**src/rtl/core/cnbs_pkg.sv**
```systemverilog
// Shared types, constants and fixed-point helpers for the cubic Newton bond solver.
// No dependencies.
`timescale 1ns / 1ps
package cnbs_pkg;
	localparam int MaxIterations = 20;
	localparam int FractionBits = 16;
	localparam int ValW = 40;             // sign + 39-bit magnitude
	localparam int MagW = 39;
	localparam logic [MagW-1:0] FxLim = {MagW{1'b1}};
	localparam logic [16:0] TolInv = 17'd100000;

	typedef enum logic [1:0] {
		ST_CONVERGED = 2'd0,
		ST_ITER_LIMIT = 2'd1,
		ST_ZERO_LIGAND = 2'd2,
		ST_ZERO_DERIV = 2'd3
	} status_t;

	typedef enum logic [1:0] {
		REG_RECEPTOR = 2'd0,
		REG_INV_RATE_ONE = 2'd1,
		REG_RATE_TWO = 2'd2,
		REG_RATE_THREE = 2'd3
	} reg_idx_t;

	typedef struct packed {
		logic [31:0] ligand_level;
		logic [31:0] antibody_level;
	} in_word_t;

	typedef struct packed {
		logic [31:0] bond_level;
		logic [4:0] iterations_used;
		logic [1:0] solve_status;
	} out_word_t;

	typedef struct packed {
		logic [1:0] index;
		logic [31:0] data;
	} cfg_word_t;

	// datapath micro-operations
	typedef enum logic [2:0] {
		OP_NONE,
		OP_MUL,
		OP_DIV,
		OP_ADD,
		OP_SUB
	} alu_op_t;

	typedef enum logic [4:0] {
		CS_IDLE, CS_AR2, CS_R3X2, CS_R3M1, CS_NUM0, CS_T2X2, CS_NUM1, CS_NUM2,
		CS_NUM3, CS_CB, CS_C0, CS_C1, CS_C2, CS_C3, CS_CC, CS_CD,
		CS_F0, CS_F1, CS_F2, CS_F3, CS_F4, CS_D0, CS_D1, CS_D2, CS_D3,
		CS_D4, CS_Q, CS_XN, CS_CHK, CS_BOND, CS_DONE
	} ctl_state_t;

	typedef struct packed {
		logic start;
		alu_op_t op;
		logic [3:0] src_a;
		logic [3:0] src_b;
		logic [3:0] dst;
		logic neg_b;
	} dp_cmd_t;

	typedef struct packed {
		logic busy;
		logic fd_zero;
		logic stop;
	} dp_stat_t;

	// register file slots
	localparam logic [3:0] R_T2 = 4'd0, R_AB = 4'd1, R_T1 = 4'd2, R_I1 = 4'd3,
		R_R2 = 4'd4, R_R3 = 4'd5, R_AR2 = 4'd6, R_TMP = 4'd7, R_CB = 4'd8,
		R_CC = 4'd9, R_CD = 4'd10, R_X = 4'd11, R_F = 4'd12, R_FD = 4'd13,
		R_ONE = 4'd14, R_ZERO = 4'd15;

	function automatic logic [ValW-1:0] sat_add(input logic [ValW-1:0] a,
		input logic [ValW-1:0] b);
		logic signed [ValW:0] s;
		s = $signed({a[ValW-1], a}) + $signed({b[ValW-1], b});
		if (s > $signed({2'b00, FxLim})) return {1'b0, FxLim};
		if (s < -$signed({2'b00, FxLim})) return -{1'b0, FxLim};
		return s[ValW-1:0];
	endfunction
endpackage

```
**src/rtl/core/cnbs_datapath.sv**
```systemverilog
// Datapath: register file, saturating adder, sequential multiplier and divider.
// Depends on cnbs_pkg.
`timescale 1ns / 1ps
module cnbs_datapath #(
	parameter int FRACTION_BITS = cnbs_pkg::FractionBits
) (
	input logic clk,
	input logic arst_n,
	input cnbs_pkg::in_word_t in_word,
	input logic load_in,
	input logic [31:0] t1,
	input logic [31:0] i1,
	input logic [31:0] r2,
	input logic [31:0] r3,
	input cnbs_pkg::dp_cmd_t cmd,
	output cnbs_pkg::dp_stat_t stat,
	output logic [31:0] bond
);
	localparam int VW = cnbs_pkg::ValW;
	localparam int MW = cnbs_pkg::MagW;
	localparam int PW = 2 * MW;
	localparam int DW = MW + FRACTION_BITS;
	localparam logic [VW-1:0] One = VW'(1) << FRACTION_BITS;

	logic [VW-1:0] rf_q [14];
	logic [VW-1:0] a, b, bb, res;
	logic [MW-1:0] ma, mb;
	logic sg_q;
	cnbs_pkg::alu_op_t op_q;
	logic [3:0] dst_q;
	logic [6:0] cnt_q;
	logic [PW-1:0] acc_q;
	logic [MW-1:0] mc_q, mbd_q;
	logic [DW:0] rem_q;
	logic [DW-1:0] quo_q;
	logic run_q, fin;
	logic [VW-1:0] rd_result;
	logic [PW-1:0] prod_sh;
	logic [DW:0] rem_try;

	function automatic logic [VW-1:0] rd(input logic [3:0] i,
		input logic [VW-1:0] r [14]);
		if (i == cnbs_pkg::R_ONE) return One;
		if (i == cnbs_pkg::R_ZERO) return '0;
		return r[i];
	endfunction

	assign a = rd(cmd.src_a, rf_q);
	assign bb = rd(cmd.src_b, rf_q);
	assign b = cmd.neg_b ? -bb : bb;
	assign ma = a[VW-1] ? MW'(-a) : a[MW-1:0];
	assign mb = b[VW-1] ? MW'(-b) : b[MW-1:0];
	assign res = cnbs_pkg::sat_add(a, b);

	// shift-add multiply, restoring divide, one bit a cycle
	assign rem_try = {rem_q[DW-1:0], quo_q[DW-1]} - {1'b0, {(DW-MW){1'b0}}, mbd_q};
	assign prod_sh = acc_q >> FRACTION_BITS;

	always_comb begin
		logic [MW-1:0] m;
		logic ovf;
		m = '0;
		ovf = 1'b0;
		if (op_q == cnbs_pkg::OP_MUL) begin
			ovf = |prod_sh[PW-1:MW];
			m = prod_sh[MW-1:0];
		end else begin
			ovf = |quo_q[DW-1:MW];
			m = quo_q[MW-1:0];
		end
		if (ovf) m = cnbs_pkg::FxLim;
		rd_result = sg_q ? -{1'b0, m} : {1'b0, m};
	end

	// the last count writes the finished word back
	assign fin = run_q && (cnt_q == '0);

	always_ff @(posedge clk or negedge arst_n) begin
		if (!arst_n) begin
			run_q <= 1'b0;
			cnt_q <= '0;
			op_q <= cnbs_pkg::OP_NONE;
		end else if (run_q) begin
			if (cnt_q == '0) run_q <= 1'b0;
			else cnt_q <= cnt_q - 7'd1;
		end else if (cmd.start && (cmd.op == cnbs_pkg::OP_MUL
				|| cmd.op == cnbs_pkg::OP_DIV)) begin
			run_q <= 1'b1;
			op_q <= cmd.op;
			cnt_q <= (cmd.op == cnbs_pkg::OP_MUL) ? 7'(MW) : 7'(DW);
		end
	end

	always_ff @(posedge clk) begin
		if (load_in) begin
			rf_q[cnbs_pkg::R_T2] <= {8'd0, in_word.ligand_level};
			rf_q[cnbs_pkg::R_AB] <= {8'd0, in_word.antibody_level};
			rf_q[cnbs_pkg::R_T1] <= {8'd0, t1};
			rf_q[cnbs_pkg::R_I1] <= {8'd0, i1};
			rf_q[cnbs_pkg::R_R2] <= {8'd0, r2};
			rf_q[cnbs_pkg::R_R3] <= {8'd0, r3};
			rf_q[cnbs_pkg::R_X] <= '0;
		end else if (run_q) begin
			if (fin) rf_q[dst_q] <= rd_result;
			else if (op_q == cnbs_pkg::OP_MUL) begin
				// add multiplicand for each multiplier bit, MSB first
				acc_q <= (acc_q << 1) + (mbd_q[MW-1] ? {{MW{1'b0}}, mc_q} : '0);
				mbd_q <= mbd_q << 1;
			end else begin
				if (!rem_try[DW]) begin
					rem_q <= rem_try;
					quo_q <= {quo_q[DW-2:0], 1'b1};
				end else begin
					rem_q <= {rem_q[DW-1:0], quo_q[DW-1]};
					quo_q <= {quo_q[DW-2:0], 1'b0};
				end
			end
		end else if (cmd.start) begin
			dst_q <= cmd.dst;
			sg_q <= a[VW-1] ^ b[VW-1];
			case (cmd.op)
				cnbs_pkg::OP_MUL: begin
					acc_q <= '0;
					mc_q <= ma;
					mbd_q <= mb;
				end
				cnbs_pkg::OP_DIV: begin
					rem_q <= '0;
					quo_q <= {ma, {FRACTION_BITS{1'b0}}};
					mbd_q <= mb;
				end
				cnbs_pkg::OP_ADD, cnbs_pkg::OP_SUB: rf_q[cmd.dst] <= res;
				default: ;
			endcase
		end
	end

	// restoring divide needs remainder and dividend shifting together; quotient
	// bits enter at the bottom while dividend bits leave the top of quo_q.

	// Newton stop test on xn (R_F holds xn) against x
	logic [VW-1:0] xn, x, dl;
	logic [MW-1:0] dm;
	logic [MW+17-1:0] dprod;
	assign xn = rf_q[cnbs_pkg::R_F];
	assign x = rf_q[cnbs_pkg::R_X];
	assign dl = xn - x;
	assign dm = dl[VW-1] ? MW'(-dl) : dl[MW-1:0];
	assign dprod = dm * cnbs_pkg::TolInv;
	assign stat.busy = run_q;
	assign stat.fd_zero = (rf_q[cnbs_pkg::R_FD] == '0);
	assign stat.stop = xn[VW-1] || (dprod <= {17'd0, xn[MW-1:0]});

	// bond = T2 * x, held in R_TMP by the controller
	logic [VW-1:0] bv;
	assign bv = rf_q[cnbs_pkg::R_TMP];
	assign bond = (bv[VW-1] || bv == '0) ? 32'd0 :
		(|bv[MW-1:32] ? 32'hFFFF_FFFF : bv[31:0]);

	ast_div_range: assert property (@(posedge clk) disable iff (!arst_n)
		run_q |-> cnt_q <= 7'(DW)) else $error("counter out of range");
	ast_fin_clear: assert property (@(posedge clk) disable iff (!arst_n)
		fin |=> !run_q) else $error("unit still busy after finish");
	ast_no_start: assert property (@(posedge clk) disable iff (!arst_n)
		run_q && !fin |=> run_q) else $error("unit dropped early");
endmodule

```
**src/rtl/core/cnbs_control.sv**
```systemverilog
// Controller: sequences setup, Newton steps and the result word.
// Depends on cnbs_pkg.
`timescale 1ns / 1ps
module cnbs_control #(
	parameter int MAX_ITERATIONS = cnbs_pkg::MaxIterations
) (
	input logic clk,
	input logic arst_n,
	input logic go,
	input logic zero_lig,
	input cnbs_pkg::dp_stat_t stat,
	output cnbs_pkg::dp_cmd_t cmd,
	output logic load_in,
	output logic busy,
	output logic done,
	output logic [4:0] steps,
	output cnbs_pkg::status_t status
);
	localparam int SW = $clog2(MAX_ITERATIONS + 1);
	cnbs_pkg::ctl_state_t st_q, st_d;
	logic issued_q;
	logic [SW-1:0] steps_q;
	cnbs_pkg::status_t status_q;

	always_ff @(posedge clk or negedge arst_n) begin
		if (!arst_n) st_q <= cnbs_pkg::CS_IDLE;
		else st_q <= st_d;
	end

	// issued_q marks a multi-cycle op in flight in this state
	always_ff @(posedge clk or negedge arst_n) begin
		if (!arst_n) begin
			issued_q <= 1'b0;
			steps_q <= '0;
			status_q <= cnbs_pkg::ST_CONVERGED;
		end else begin
			if (st_d != st_q) issued_q <= 1'b0;
			else if (cmd.start) issued_q <= 1'b1;
			if (go) begin
				steps_q <= '0;
				status_q <= zero_lig ? cnbs_pkg::ST_ZERO_LIGAND : cnbs_pkg::ST_ITER_LIMIT;
			end else if (st_q == cnbs_pkg::CS_Q && !issued_q && stat.fd_zero)
				status_q <= cnbs_pkg::ST_ZERO_DERIV;
			else if (st_q == cnbs_pkg::CS_CHK) begin
				if (stat.stop) status_q <= cnbs_pkg::ST_CONVERGED;
				else steps_q <= steps_q + SW'(1);
			end
		end
	end

	function automatic cnbs_pkg::dp_cmd_t mk(input cnbs_pkg::alu_op_t op,
		input logic [3:0] sa, input logic [3:0] sb, input logic [3:0] d, input logic ng);
		cnbs_pkg::dp_cmd_t c;
		c.start = 1'b1; c.op = op; c.src_a = sa; c.src_b = sb; c.dst = d; c.neg_b = ng;
		return c;
	endfunction

	always_comb begin
		cnbs_pkg::dp_cmd_t c;
		cnbs_pkg::ctl_state_t nx;
		c = '0;
		nx = st_q;
		case (st_q)
			cnbs_pkg::CS_IDLE: if (go) nx = zero_lig ? cnbs_pkg::CS_DONE : cnbs_pkg::CS_AR2;
			cnbs_pkg::CS_AR2: begin c = mk(cnbs_pkg::OP_MUL, cnbs_pkg::R_AB, cnbs_pkg::R_R2, cnbs_pkg::R_AR2, 1'b0); nx = cnbs_pkg::CS_R3X2; end
			cnbs_pkg::CS_R3X2: begin c = mk(cnbs_pkg::OP_ADD, cnbs_pkg::R_R3, cnbs_pkg::R_R3, cnbs_pkg::R_TMP, 1'b0); nx = cnbs_pkg::CS_R3M1; end
			cnbs_pkg::CS_R3M1: begin c = mk(cnbs_pkg::OP_ADD, cnbs_pkg::R_TMP, cnbs_pkg::R_ONE, cnbs_pkg::R_TMP, 1'b1); nx = cnbs_pkg::CS_NUM0; end
			cnbs_pkg::CS_NUM0: begin c = mk(cnbs_pkg::OP_MUL, cnbs_pkg::R_AR2, cnbs_pkg::R_TMP, cnbs_pkg::R_CB, 1'b0); nx = cnbs_pkg::CS_T2X2; end
			cnbs_pkg::CS_T2X2: begin c = mk(cnbs_pkg::OP_ADD, cnbs_pkg::R_T2, cnbs_pkg::R_T2, cnbs_pkg::R_TMP, 1'b0); nx = cnbs_pkg::CS_NUM1; end
			cnbs_pkg::CS_NUM1: begin c = mk(cnbs_pkg::OP_ADD, cnbs_pkg::R_CB, cnbs_pkg::R_TMP, cnbs_pkg::R_CB, 1'b1); nx = cnbs_pkg::CS_NUM2; end
			cnbs_pkg::CS_NUM2: begin c = mk(cnbs_pkg::OP_ADD, cnbs_pkg::R_CB, cnbs_pkg::R_T1, cnbs_pkg::R_CB, 1'b1); nx = cnbs_pkg::CS_NUM3; end
			cnbs_pkg::CS_NUM3: begin c = mk(cnbs_pkg::OP_ADD, cnbs_pkg::R_CB, cnbs_pkg::R_I1, cnbs_pkg::R_CB, 1'b1); nx = cnbs_pkg::CS_CB; end
			cnbs_pkg::CS_CB: begin c = mk(cnbs_pkg::OP_DIV, cnbs_pkg::R_CB, cnbs_pkg::R_T2, cnbs_pkg::R_CB, 1'b0); nx = cnbs_pkg::CS_C0; end
			cnbs_pkg::CS_C0: begin c = mk(cnbs_pkg::OP_ADD, cnbs_pkg::R_AR2, cnbs_pkg::R_I1, cnbs_pkg::R_CC, 1'b0); nx = cnbs_pkg::CS_C1; end
			cnbs_pkg::CS_C1: begin c = mk(cnbs_pkg::OP_ADD, cnbs_pkg::R_CC, cnbs_pkg::R_T2, cnbs_pkg::R_CC, 1'b0); nx = cnbs_pkg::CS_C2; end
			cnbs_pkg::CS_C2: begin c = mk(cnbs_pkg::OP_ADD, cnbs_pkg::R_T1, cnbs_pkg::R_T1, cnbs_pkg::R_TMP, 1'b0); nx = cnbs_pkg::CS_C3; end
			cnbs_pkg::CS_C3: begin c = mk(cnbs_pkg::OP_ADD, cnbs_pkg::R_CC, cnbs_pkg::R_TMP, cnbs_pkg::R_CC, 1'b0); nx = cnbs_pkg::CS_CC; end
			cnbs_pkg::CS_CC: begin c = mk(cnbs_pkg::OP_DIV, cnbs_pkg::R_CC, cnbs_pkg::R_T2, cnbs_pkg::R_CC, 1'b0); nx = cnbs_pkg::CS_CD; end
			cnbs_pkg::CS_CD: begin c = mk(cnbs_pkg::OP_DIV, cnbs_pkg::R_T1, cnbs_pkg::R_T2, cnbs_pkg::R_CD, 1'b0); nx = cnbs_pkg::CS_F0; end
			// R_CD holds +T1/T2; d is applied by subtraction below
			cnbs_pkg::CS_F0: begin
				if (steps_q == SW'(MAX_ITERATIONS)) nx = cnbs_pkg::CS_BOND;
				else begin c = mk(cnbs_pkg::OP_ADD, cnbs_pkg::R_X, cnbs_pkg::R_CB, cnbs_pkg::R_F, 1'b0); nx = cnbs_pkg::CS_F1; end
			end
			cnbs_pkg::CS_F1: begin c = mk(cnbs_pkg::OP_MUL, cnbs_pkg::R_F, cnbs_pkg::R_X, cnbs_pkg::R_F, 1'b0); nx = cnbs_pkg::CS_F2; end
			cnbs_pkg::CS_F2: begin c = mk(cnbs_pkg::OP_ADD, cnbs_pkg::R_F, cnbs_pkg::R_CC, cnbs_pkg::R_F, 1'b0); nx = cnbs_pkg::CS_F3; end
			cnbs_pkg::CS_F3: begin c = mk(cnbs_pkg::OP_MUL, cnbs_pkg::R_F, cnbs_pkg::R_X, cnbs_pkg::R_F, 1'b0); nx = cnbs_pkg::CS_F4; end
			cnbs_pkg::CS_F4: begin c = mk(cnbs_pkg::OP_ADD, cnbs_pkg::R_F, cnbs_pkg::R_CD, cnbs_pkg::R_F, 1'b1); nx = cnbs_pkg::CS_D0; end
			cnbs_pkg::CS_D0: begin c = mk(cnbs_pkg::OP_ADD, cnbs_pkg::R_X, cnbs_pkg::R_X, cnbs_pkg::R_FD, 1'b0); nx = cnbs_pkg::CS_D1; end
			cnbs_pkg::CS_D1: begin c = mk(cnbs_pkg::OP_ADD, cnbs_pkg::R_FD, cnbs_pkg::R_X, cnbs_pkg::R_FD, 1'b0); nx = cnbs_pkg::CS_D2; end
			cnbs_pkg::CS_D2: begin c = mk(cnbs_pkg::OP_ADD, cnbs_pkg::R_CB, cnbs_pkg::R_CB, cnbs_pkg::R_TMP, 1'b0); nx = cnbs_pkg::CS_D3; end
			cnbs_pkg::CS_D3: begin c = mk(cnbs_pkg::OP_ADD, cnbs_pkg::R_FD, cnbs_pkg::R_TMP, cnbs_pkg::R_FD, 1'b0); nx = cnbs_pkg::CS_D4; end
			cnbs_pkg::CS_D4: begin
				if (!issued_q) c = mk(cnbs_pkg::OP_MUL, cnbs_pkg::R_FD, cnbs_pkg::R_X, cnbs_pkg::R_FD, 1'b0);
				else if (!stat.busy) begin
					c = mk(cnbs_pkg::OP_ADD, cnbs_pkg::R_FD, cnbs_pkg::R_CC, cnbs_pkg::R_FD, 1'b0);
					nx = cnbs_pkg::CS_Q;
				end
			end
			cnbs_pkg::CS_Q: begin
				if (!issued_q) begin
					if (stat.fd_zero) nx = cnbs_pkg::CS_BOND;
					else c = mk(cnbs_pkg::OP_DIV, cnbs_pkg::R_F, cnbs_pkg::R_FD, cnbs_pkg::R_F, 1'b0);
				end else if (!stat.busy) nx = cnbs_pkg::CS_XN;
			end
			cnbs_pkg::CS_XN: begin c = mk(cnbs_pkg::OP_ADD, cnbs_pkg::R_X, cnbs_pkg::R_F, cnbs_pkg::R_F, 1'b1); nx = cnbs_pkg::CS_CHK; end
			cnbs_pkg::CS_CHK: begin
				if (stat.stop) nx = cnbs_pkg::CS_BOND;
				else begin c = mk(cnbs_pkg::OP_ADD, cnbs_pkg::R_F, cnbs_pkg::R_ZERO, cnbs_pkg::R_X, 1'b0); nx = cnbs_pkg::CS_F0; end
			end
			cnbs_pkg::CS_BOND: begin
				if (!issued_q) c = mk(cnbs_pkg::OP_MUL, cnbs_pkg::R_T2, cnbs_pkg::R_X, cnbs_pkg::R_TMP, 1'b0);
				else if (!stat.busy) nx = cnbs_pkg::CS_DONE;
			end
			cnbs_pkg::CS_DONE: nx = cnbs_pkg::CS_IDLE;
			default: nx = cnbs_pkg::CS_IDLE;
		endcase
		// multiply/divide states wait on the unit before moving on
		if ((c.op == cnbs_pkg::OP_MUL || c.op == cnbs_pkg::OP_DIV) &&
				st_q != cnbs_pkg::CS_D4 && st_q != cnbs_pkg::CS_Q && st_q != cnbs_pkg::CS_BOND) begin
			if (issued_q) begin
				c.start = 1'b0;
				if (stat.busy) nx = st_q;
			end else nx = st_q;
		end
		if (stat.busy && (st_q == cnbs_pkg::CS_D4 || st_q == cnbs_pkg::CS_Q
				|| st_q == cnbs_pkg::CS_BOND)) c.start = 1'b0;
		cmd = c;
		st_d = nx;
	end

	assign load_in = go;
	assign busy = (st_q != cnbs_pkg::CS_IDLE);
	assign done = (st_q == cnbs_pkg::CS_DONE);
	assign steps = 5'(steps_q);
	assign status = status_q;

	ast_step_cap: assert property (@(posedge clk) disable iff (!arst_n)
		steps_q <= SW'(MAX_ITERATIONS)) else $error("step count overrun");
	ast_done_once: assert property (@(posedge clk) disable iff (!arst_n)
		done |=> st_q == cnbs_pkg::CS_IDLE) else $error("done not followed by idle");
	ast_go_idle: assert property (@(posedge clk) disable iff (!arst_n)
		go |-> st_q == cnbs_pkg::CS_IDLE) else $error("start while busy");
endmodule

```
**src/rtl/core/cubic_newton_bond_solver.sv**
```systemverilog
// Cubic Newton bond solver: one item at a time, bit-serial multiply and divide.
// Sequence: setup (multiplies, divides and adds), then up to MAX_ITERATIONS Newton steps
// (each three multiplies, one divide, nine add or test states), then the bond multiply;
// a zero ligand word skips setup and the Newton steps and goes straight to the result.
// A new item is taken only once the previous one is done and the solver is idle again.
// Reset (arst_n low) clears the configuration and controller registers and returns to
// idle; results are a one-cycle strobe the receiver cannot stall.
`timescale 1ns / 1ps
module cubic_newton_bond_solver #(
	parameter int MAX_ITERATIONS = cnbs_pkg::MaxIterations,
	parameter int FRACTION_BITS = cnbs_pkg::FractionBits
) (
	input logic clk,
	input logic arst_n,
	input logic start,
	output logic busy,
	input cnbs_pkg::in_word_t in_word,
	output logic result_valid,
	output cnbs_pkg::out_word_t result,
	input logic cfg_valid,
	output logic cfg_ready,
	input logic [1:0] cfg_index,
	input logic [31:0] cfg_data
);
	logic [31:0] t1_q, i1_q, r2_q, r3_q;
	cnbs_pkg::dp_cmd_t cmd;
	cnbs_pkg::dp_stat_t stat;
	logic load_in, done, go, ctl_busy;
	logic [4:0] steps;
	cnbs_pkg::status_t status;
	logic [31:0] bond;

	assign cfg_ready = 1'b1;
	assign go = start && !busy;
	assign busy = ctl_busy;

	always_ff @(posedge clk or negedge arst_n) begin
		if (!arst_n) begin
			t1_q <= '0; i1_q <= '0; r2_q <= '0; r3_q <= '0;
		end else if (cfg_valid) begin
			case (cnbs_pkg::reg_idx_t'(cfg_index))
				cnbs_pkg::REG_RECEPTOR: t1_q <= cfg_data;
				cnbs_pkg::REG_INV_RATE_ONE: i1_q <= cfg_data;
				cnbs_pkg::REG_RATE_TWO: r2_q <= cfg_data;
				cnbs_pkg::REG_RATE_THREE: r3_q <= cfg_data;
				default: ;
			endcase
		end
	end

	cnbs_control #(.MAX_ITERATIONS(MAX_ITERATIONS)) u_ctl (
		.clk, .arst_n, .go, .zero_lig(in_word.ligand_level == 32'd0), .stat, .cmd,
		.load_in, .busy(ctl_busy), .done, .steps, .status);

	cnbs_datapath #(.FRACTION_BITS(FRACTION_BITS)) u_dp (
		.clk, .arst_n, .in_word, .load_in, .t1(t1_q), .i1(i1_q), .r2(r2_q), .r3(r3_q),
		.cmd, .stat, .bond);

	assign result_valid = done;
	assign result.bond_level = (status == cnbs_pkg::ST_ZERO_LIGAND) ? 32'd0 : bond;
	assign result.iterations_used = steps;
	assign result.solve_status = status;

	ast_one_result: assert property (@(posedge clk) disable iff (!arst_n)
		result_valid |=> !result_valid) else $error("double result");
	ast_busy_res: assert property (@(posedge clk) disable iff (!arst_n)
		result_valid |-> busy) else $error("result outside an item");
	ast_go: assert property (@(posedge clk) disable iff (!arst_n)
		go |=> busy) else $error("item not taken");
endmodule

```
**config.mk**
```make
export PLATFORM = sky130hd
export DESIGN_NAME = cubic_newton_bond_solver
export DESIGN_NICKNAME = d
export VERILOG_FILES = /design/src/rtl/core/cnbs_pkg.sv /design/src/rtl/core/cnbs_datapath.sv /design/src/rtl/core/cnbs_control.sv /design/src/rtl/core/cubic_newton_bond_solver.sv
export SDC_FILE = /design/constraint.sdc
export NUM_CORES = 2
export LEC_CHECK = 0
export BUFFER_PORTS_ARGS = -buffer_cell sky130_fd_sc_hd__buf_4
export CAP_MARGIN = 20
export CORE_AREA = 4 4 323 564
export DETAILED_ROUTE_END_ITERATION = 10
export DIE_AREA = 0 0 327 568
export GPL_TIMING_DRIVEN = 0
export HOLD_SLACK_MARGIN = 0.06
export MAX_ROUTING_LAYER = met4
export PLACE_DENSITY = 0.66
export SYNTH_ARGS = -nofsm -noshare
export SYNTH_HDL_FRONTEND = slang
export SYNTH_HIERARCHICAL = 1
export SYNTH_SLANG_ARGS = --single-unit
```
**constraint.sdc**
```tcl
create_clock -name clk -period 46 [get_ports clk]
set_clock_uncertainty 0.05 [all_clocks]
set_input_delay 11.5 -clock clk [delete_from_list [all_inputs] [get_ports clk]]
set_output_delay 11.5 -clock clk [all_outputs]
set_load 0.02 [all_outputs]
```
Word level (Yosys, flattened, before mapping)
Cells that the tools add are included.
Cells by class
  equal/unequal tests: 56
  multiplexer cells: 116
  add/sub/neg operators: 11
  reduce and logical (&&, ||, !) cells: 59
  order comparisons: 9
  bitwise logic cells: 7
  multiply operators: 1
Operators with widths (number)
  560-bit two-way mux: 4
  560-bit bitwise mux: 2
  40-bit two-way mux: 20
  55-bit two-way mux: 11
  17-bit case mux with 28 select lines: 1
  39-bit two-way mux: 11
  78-bit two-way mux: 5
  40-bit binary-select mux with 4-bit select: 2
  40-bit demux with 4-bit select: 2
  232-bit two-way mux: 1
  5-bit case mux with 30 select lines: 1
  17-bit two-way mux: 7
  39-bit negator: 3
  32-bit two-way mux: 3
  5-bit two-way mux: 17
  5-bit == test, second input constant: 16
  40-bit logical NOT: 2
  78-bit adder: 1
  56-bit by 39-bit less-or-equal comparator with 1-bit output: 1
  56-bit by 39-bit subtractor with 56-bit output: 1
  39-bit by 12-bit multiplier with 51-bit output, second input constant: 1
  40-bit by 40-bit adder with 41-bit output: 1
  41-bit by 40-bit greater-than comparator with 1-bit output, second input constant: 1
  41-bit by 40-bit less-than comparator with 1-bit output, second input constant: 1
  47 further kinds: 144
Storage, ports and cells
  register bits: 983
  output and inout bits: 42
  input port bits: 102
  word-level logic and storage cells: 297

Longest topological paths before layout
  depth after elaboration: 27
  mapped depth: 89
  depth with buffers taken out: 77

Modules after synthesis
The synthesis kept the hierarchy.
By module, submodules not included
  cnbs_datapath: instances 1, seq. area each 24348.4 µm², area an instance 72537.1 µm², cells an instance 7666
  cubic_newton_bond_solver: instances 1, seq. area each 3203.1 µm², area an instance 5046.1 µm², cells an instance 322
  cnbs_control: instances 1, seq. area each 325.3 µm², area an instance 1941.9 µm², cells an instance 286

Worst setup path before layout
OpenSTA, ideal clock, no wires.
  path type: register to register
  start: register u_dp.rf_q (netlist bit u_dp/xn[4])
  end: register u_dp/rf_q[461] in the netlist's numbering (data pin)
  arrival time: 17.831 ns
  setup time: 0.278 ns
  setup slack: 27.841 ns
  required time: 45.672 ns
  buffers on the path: 12
  cell stages (with the launch flop): 79
  cells stage by stage: edfxtp_1 > ha_1 > a21oi_1 > nor3b_1 > a21oi_1 > o2111ai_1 > a21oi_1 > o211ai_1 > a21oi_1 > nor3_1 > or3_1 > clkbuf_1 > clkbuf_1 > buf_1 > nor2_1 > xor2_1 > ha_1 > ha_1 > [43 not listed] > inv_1 > o311a_1 > a221o_1 > a211oi_1 > ha_1 > and2_1 > a221oi_1 > nor3_1 > nand4_1 > a2111oi_0 > o32a_1 > xnor2_1 > nor2_1 > clkbuf_1 > clkbuf_1 > o21ai_0 > clkbuf_1 > o221ai_1
RTL lines
  start, declared: line cnbs_datapath.sv:25  | logic [VW-1:0] rf_q [14];
  start signal, assigned by index: line cnbs_datapath.sv:96  | rf_q[cnbs_pkg::R_T2] <= {8'd0, in_word.ligand_level};
  start signal, assigned by index: line cnbs_datapath.sv:97  | rf_q[cnbs_pkg::R_AB] <= {8'd0, in_word.antibody_level};
  start signal, assigned by index: line cnbs_datapath.sv:98  | rf_q[cnbs_pkg::R_T1] <= {8'd0, t1};

==> reports/metrics.cfg <==
[synthesis]
yosysSeqAreaShare_pct = 35.1
synthDistinctLibCells = 113
dominantRegCellSynth = edfxtp_1
netlist_instances = 8274
synth-seq-cells = 983
async_reset_ff_share_pct = 15.5
syn_avg_cell_area_um2 = 9.61
syn-num-nets = 8903
netlist_area_um2 = 79500
synth_edf_count = 743
ys.warnings.count = 6

[job]
cap_violations = 0

[detailed_routing]
drt_wl_total_um = 478000
wire_per_inst_um = 42.7
drt-initial-drc-count = 10431
ant_nets = 0
num_vias = 79997
drc = 0
vias_per_cell = 7.15
drt_pass1_iterations = 9

[finish]
stdcell_count = 11191
fillers = 16353
syn_to_final_growth_pct = 12.7
drive_gt1_share_pct = 13.6
layout.nets = 9314
final_util_pct = 50.4

[global_routing]
grt_pass1_wl_um = 644000
grt_overflow = 0
grt_antenna_before_repair = 32
grt_pass1_vias = 78598
grtUsageTotal_pct = 51.7
grt_max_degree = 97

[clock_tree]
holdBufCountCts = 0
cts_buffers = 99
cts.sinks = 983
clock_path_buffers = 3
cts-root-buf = clkbuf_16
clk_pin_slew_worst_paths_ns = 0.07
cts_max_level = 3
postCtsSetupRepairBufs = 0
clock_latency_ns = 0.83
postCtsResizedCells = 0
cts_tree = done

[worst_setup_path]
worst_setup_path_end_kind = flip-flop
worstSetupPathType = reg -> reg
ff2ff_setup_slack_ns = 15.65
r2r_end = u_dp/rf_q[18]
crit_slowest_cell = o41ai_2
worst-path-max-fanout = 10
cp.required_ns = 46.48
reg2reg_depth = 82
arrival_ns = 30.84
start_kind = flip-flop
rr_startpoint = u_dp/x[1]
slowest_delay_ns = 1.15

[placement]
gp_congestion = 1.16
io_buffers = 142
numPlacedInstances = 10933
hpwlAfterDp_um = 389000

[die]
coreArea_um2 = 178000
dieHeight_um = 568
fp-row-count = 205
fp.dieW_um = 327
dieArea_um2 = 186000
start_util_pct = 44.7
ios = 144

[hold_path]
hp-class = reg -> reg
hp-start = u_dp/cnt_q[0]
holdPathEnd = u_dp/cnt_q[0]
holdPathStages = 1

[timing]
fin_crit_sh_pct = 66.0
slew_headroom_pct = 9.99
period_needed_ns = 30.35
hold_viol_final = 0
setup_violations = 0
clock.fmax_mhz = 32.9
worst-slew-pin-transition_ns = 1.34
final.setup.tns_ns = 0
rsz0062_at_grt = false
drv_slew = 0

[status]
status = completed

==> cells in the final DEF, fill, tap and decap left out, types with 179 or more instances in the layout <==
cell / netlist / layout
nand3_1: 179 / 179
mux4_2: 198 / 198
buf_4: 26 / 221
a21oi_1: 525 / 504
clkbuf_1: 427 / 436
ha_1: 392 / 392
inv_1: 543 / 543
o21ai_0: 485 / 474
edfxtp_1: 743 / 743
mux2i_1: 222 / 222
mux2_2: 229 / 229
nand2_1: 635 / 635
xnor2_1: 212 / 206
nor2_1: 505 / 503
==> flip-flops by register name, indices dropped and copies added (netlist names), 32 cells and up <==
name / flops
u_dp/quo_q: 55
u_dp/rf_q: 440
r3_q: 32
u_dp/bv: 40
t1_q: 32
i1_q: 32
u_dp/acc_q: 78
u_dp/mc_q: 39
u_dp/x: 40
u_dp/rem_q: 55
r2_q: 32
u_dp/mbd_q: 39
u_dp/xn: 40
==> layer usage <==
layer,global-route usage (%),part of all wire [%],vias to the layer above
met3,14.5,9.6,2982
met4,60.3,16,0
met1,47.1,29,38746
li1,-,-,32048
met5,-,0,-
met2,80.7,45,6221
==> Yosys cell counts, types with 73 or more instances <==
| cell | instances | area [µm²] |
|---|---|---|
| inv_1 | 543 | 2040 |
| nor2_1 | 505 | 1900 |
| and2_1 | 154 | 963 |
| nand3_1 | 179 | 896 |
| fa_1 | 135 | 2700 |
| o21a_1 | 73 | 548 |
| mux2i_1 | 222 | 2220 |
| xor2_1 | 131 | 1150 |
| mux4_2 | 198 | 4460 |
| o32ai_1 | 175 | 1530 |
| o221ai_1 | 153 | 1340 |
| a21oi_1 | 525 | 2630 |
| o21ai_0 | 485 | 2430 |
| ha_1 | 392 | 4900 |
| nor4_1 | 77 | 482 |
| dfxtp_1 | 88 | 1760 |
| dfrtp_1 | 152 | 3800 |
| nand2b_1 | 107 | 669 |
| xnor2_1 | 212 | 1860 |
| a31oi_1 | 74 | 463 |
| o22ai_1 | 92 | 576 |
| nand2_1 | 635 | 2380 |
| edfxtp_1 | 743 | 22300 |
| a21o_1 | 174 | 1310 |
| mux2_2 | 229 | 2580 |
| nand4_1 | 80 | 500 |
| nor3_1 | 177 | 886 |
| a22oi_1 | 101 | 758 |
| a211oi_1 | 75 | 563 |
| clkbuf_1 | 427 | 1600 |
==> how the worst max path moves through the flow <==
stage	startpoint	slack [ns]	endpoint	depth (start not counted)
floorplan	u_dp/xn[4]	27.84	u_dp/rf_q[461]	78
global placement	u_dp/x[1]	13.89	u_dp/bv[4]	71
detailed placement	u_dp/x[1]	16.38	u_dp/xn[22]	76
CTS	u_dp/x[1]	16.33	u_dp/xn[22]	76
global route	u_dp/x[1]	15.50	u_dp/rf_q[211]	83
finish	u_dp/x[1]	15.65	u_dp/rf_q[18]	82
==> metrics by stage <==
| step | area [µm²] | worst slack [ns] | hold slack (ns) |
|---|---|---|---|
| 2_1_floorplan | 79500 | 27.84 | 0.404 |
| 3_3_place_gp | 83600 | 13.89 | 0.422 |
| 3_5_place_dp | 85900 | 16.38 | 0.439 |
| 4_1_cts | 89200 | 16.33 | 0.452 |
| 5_1_grt | 89600 | 15.50 | 0.468 |
| 6_report | 89600 | 15.65 | 0.454 |
==> critical path, delay by kind of cell, from the launching register on <==
kind / cells / cell delay, ns
simple gates: 21 / 6.59
compound gates: 25 / 8.03
flops: 1 / 0.82
fa+ha+maj: 10 / 3.92
buf+inv: 23 / 9.51
xor+xnor: 3 / 0.93
==> cell families (layout without fill, tap and decap cells) <==
logic type	count (synthesis)	in the layout	share of synthesized area, %
multiplexers	660	660	11.8
adder cells (fa/ha/maj)	530	530	9.60
AND/OR/NAND/NOR	2302	2302	14.4
XOR/XNOR	343	343	3.78
other	2	44	0.00944
flip-flops	983	983	35.1
buffers and inverters	1126	1621	5.67
AO/OA/AOI/OAI	2328	2328	19.6
==> layout make-up <==
| cell class | instances | area [µm²] | share of cell area [%] |
|---|---|---|---|
| clock buffers | 130 | 2750 | 3.07 |
| flip-flops and latches | 983 | 27900 | 31.1 |
| well taps | 2380 | 2980 | 3.32 |
| clock inverters | 55 | 581 | 0.648 |
| plain buffers | 574 | 2460 | 2.74 |
| inverters | 552 | 2070 | 2.31 |
| diodes | 42 | 105 | 0.117 |
| multi-input cells | 6165 | 47500 | 53.0 |
| repair buffers | 310 | 3320 | 3.71 |
Power is left out: the tool's default activity adds up to more than one toggle a clock period on the data nets, which glitch-free logic cannot reach.
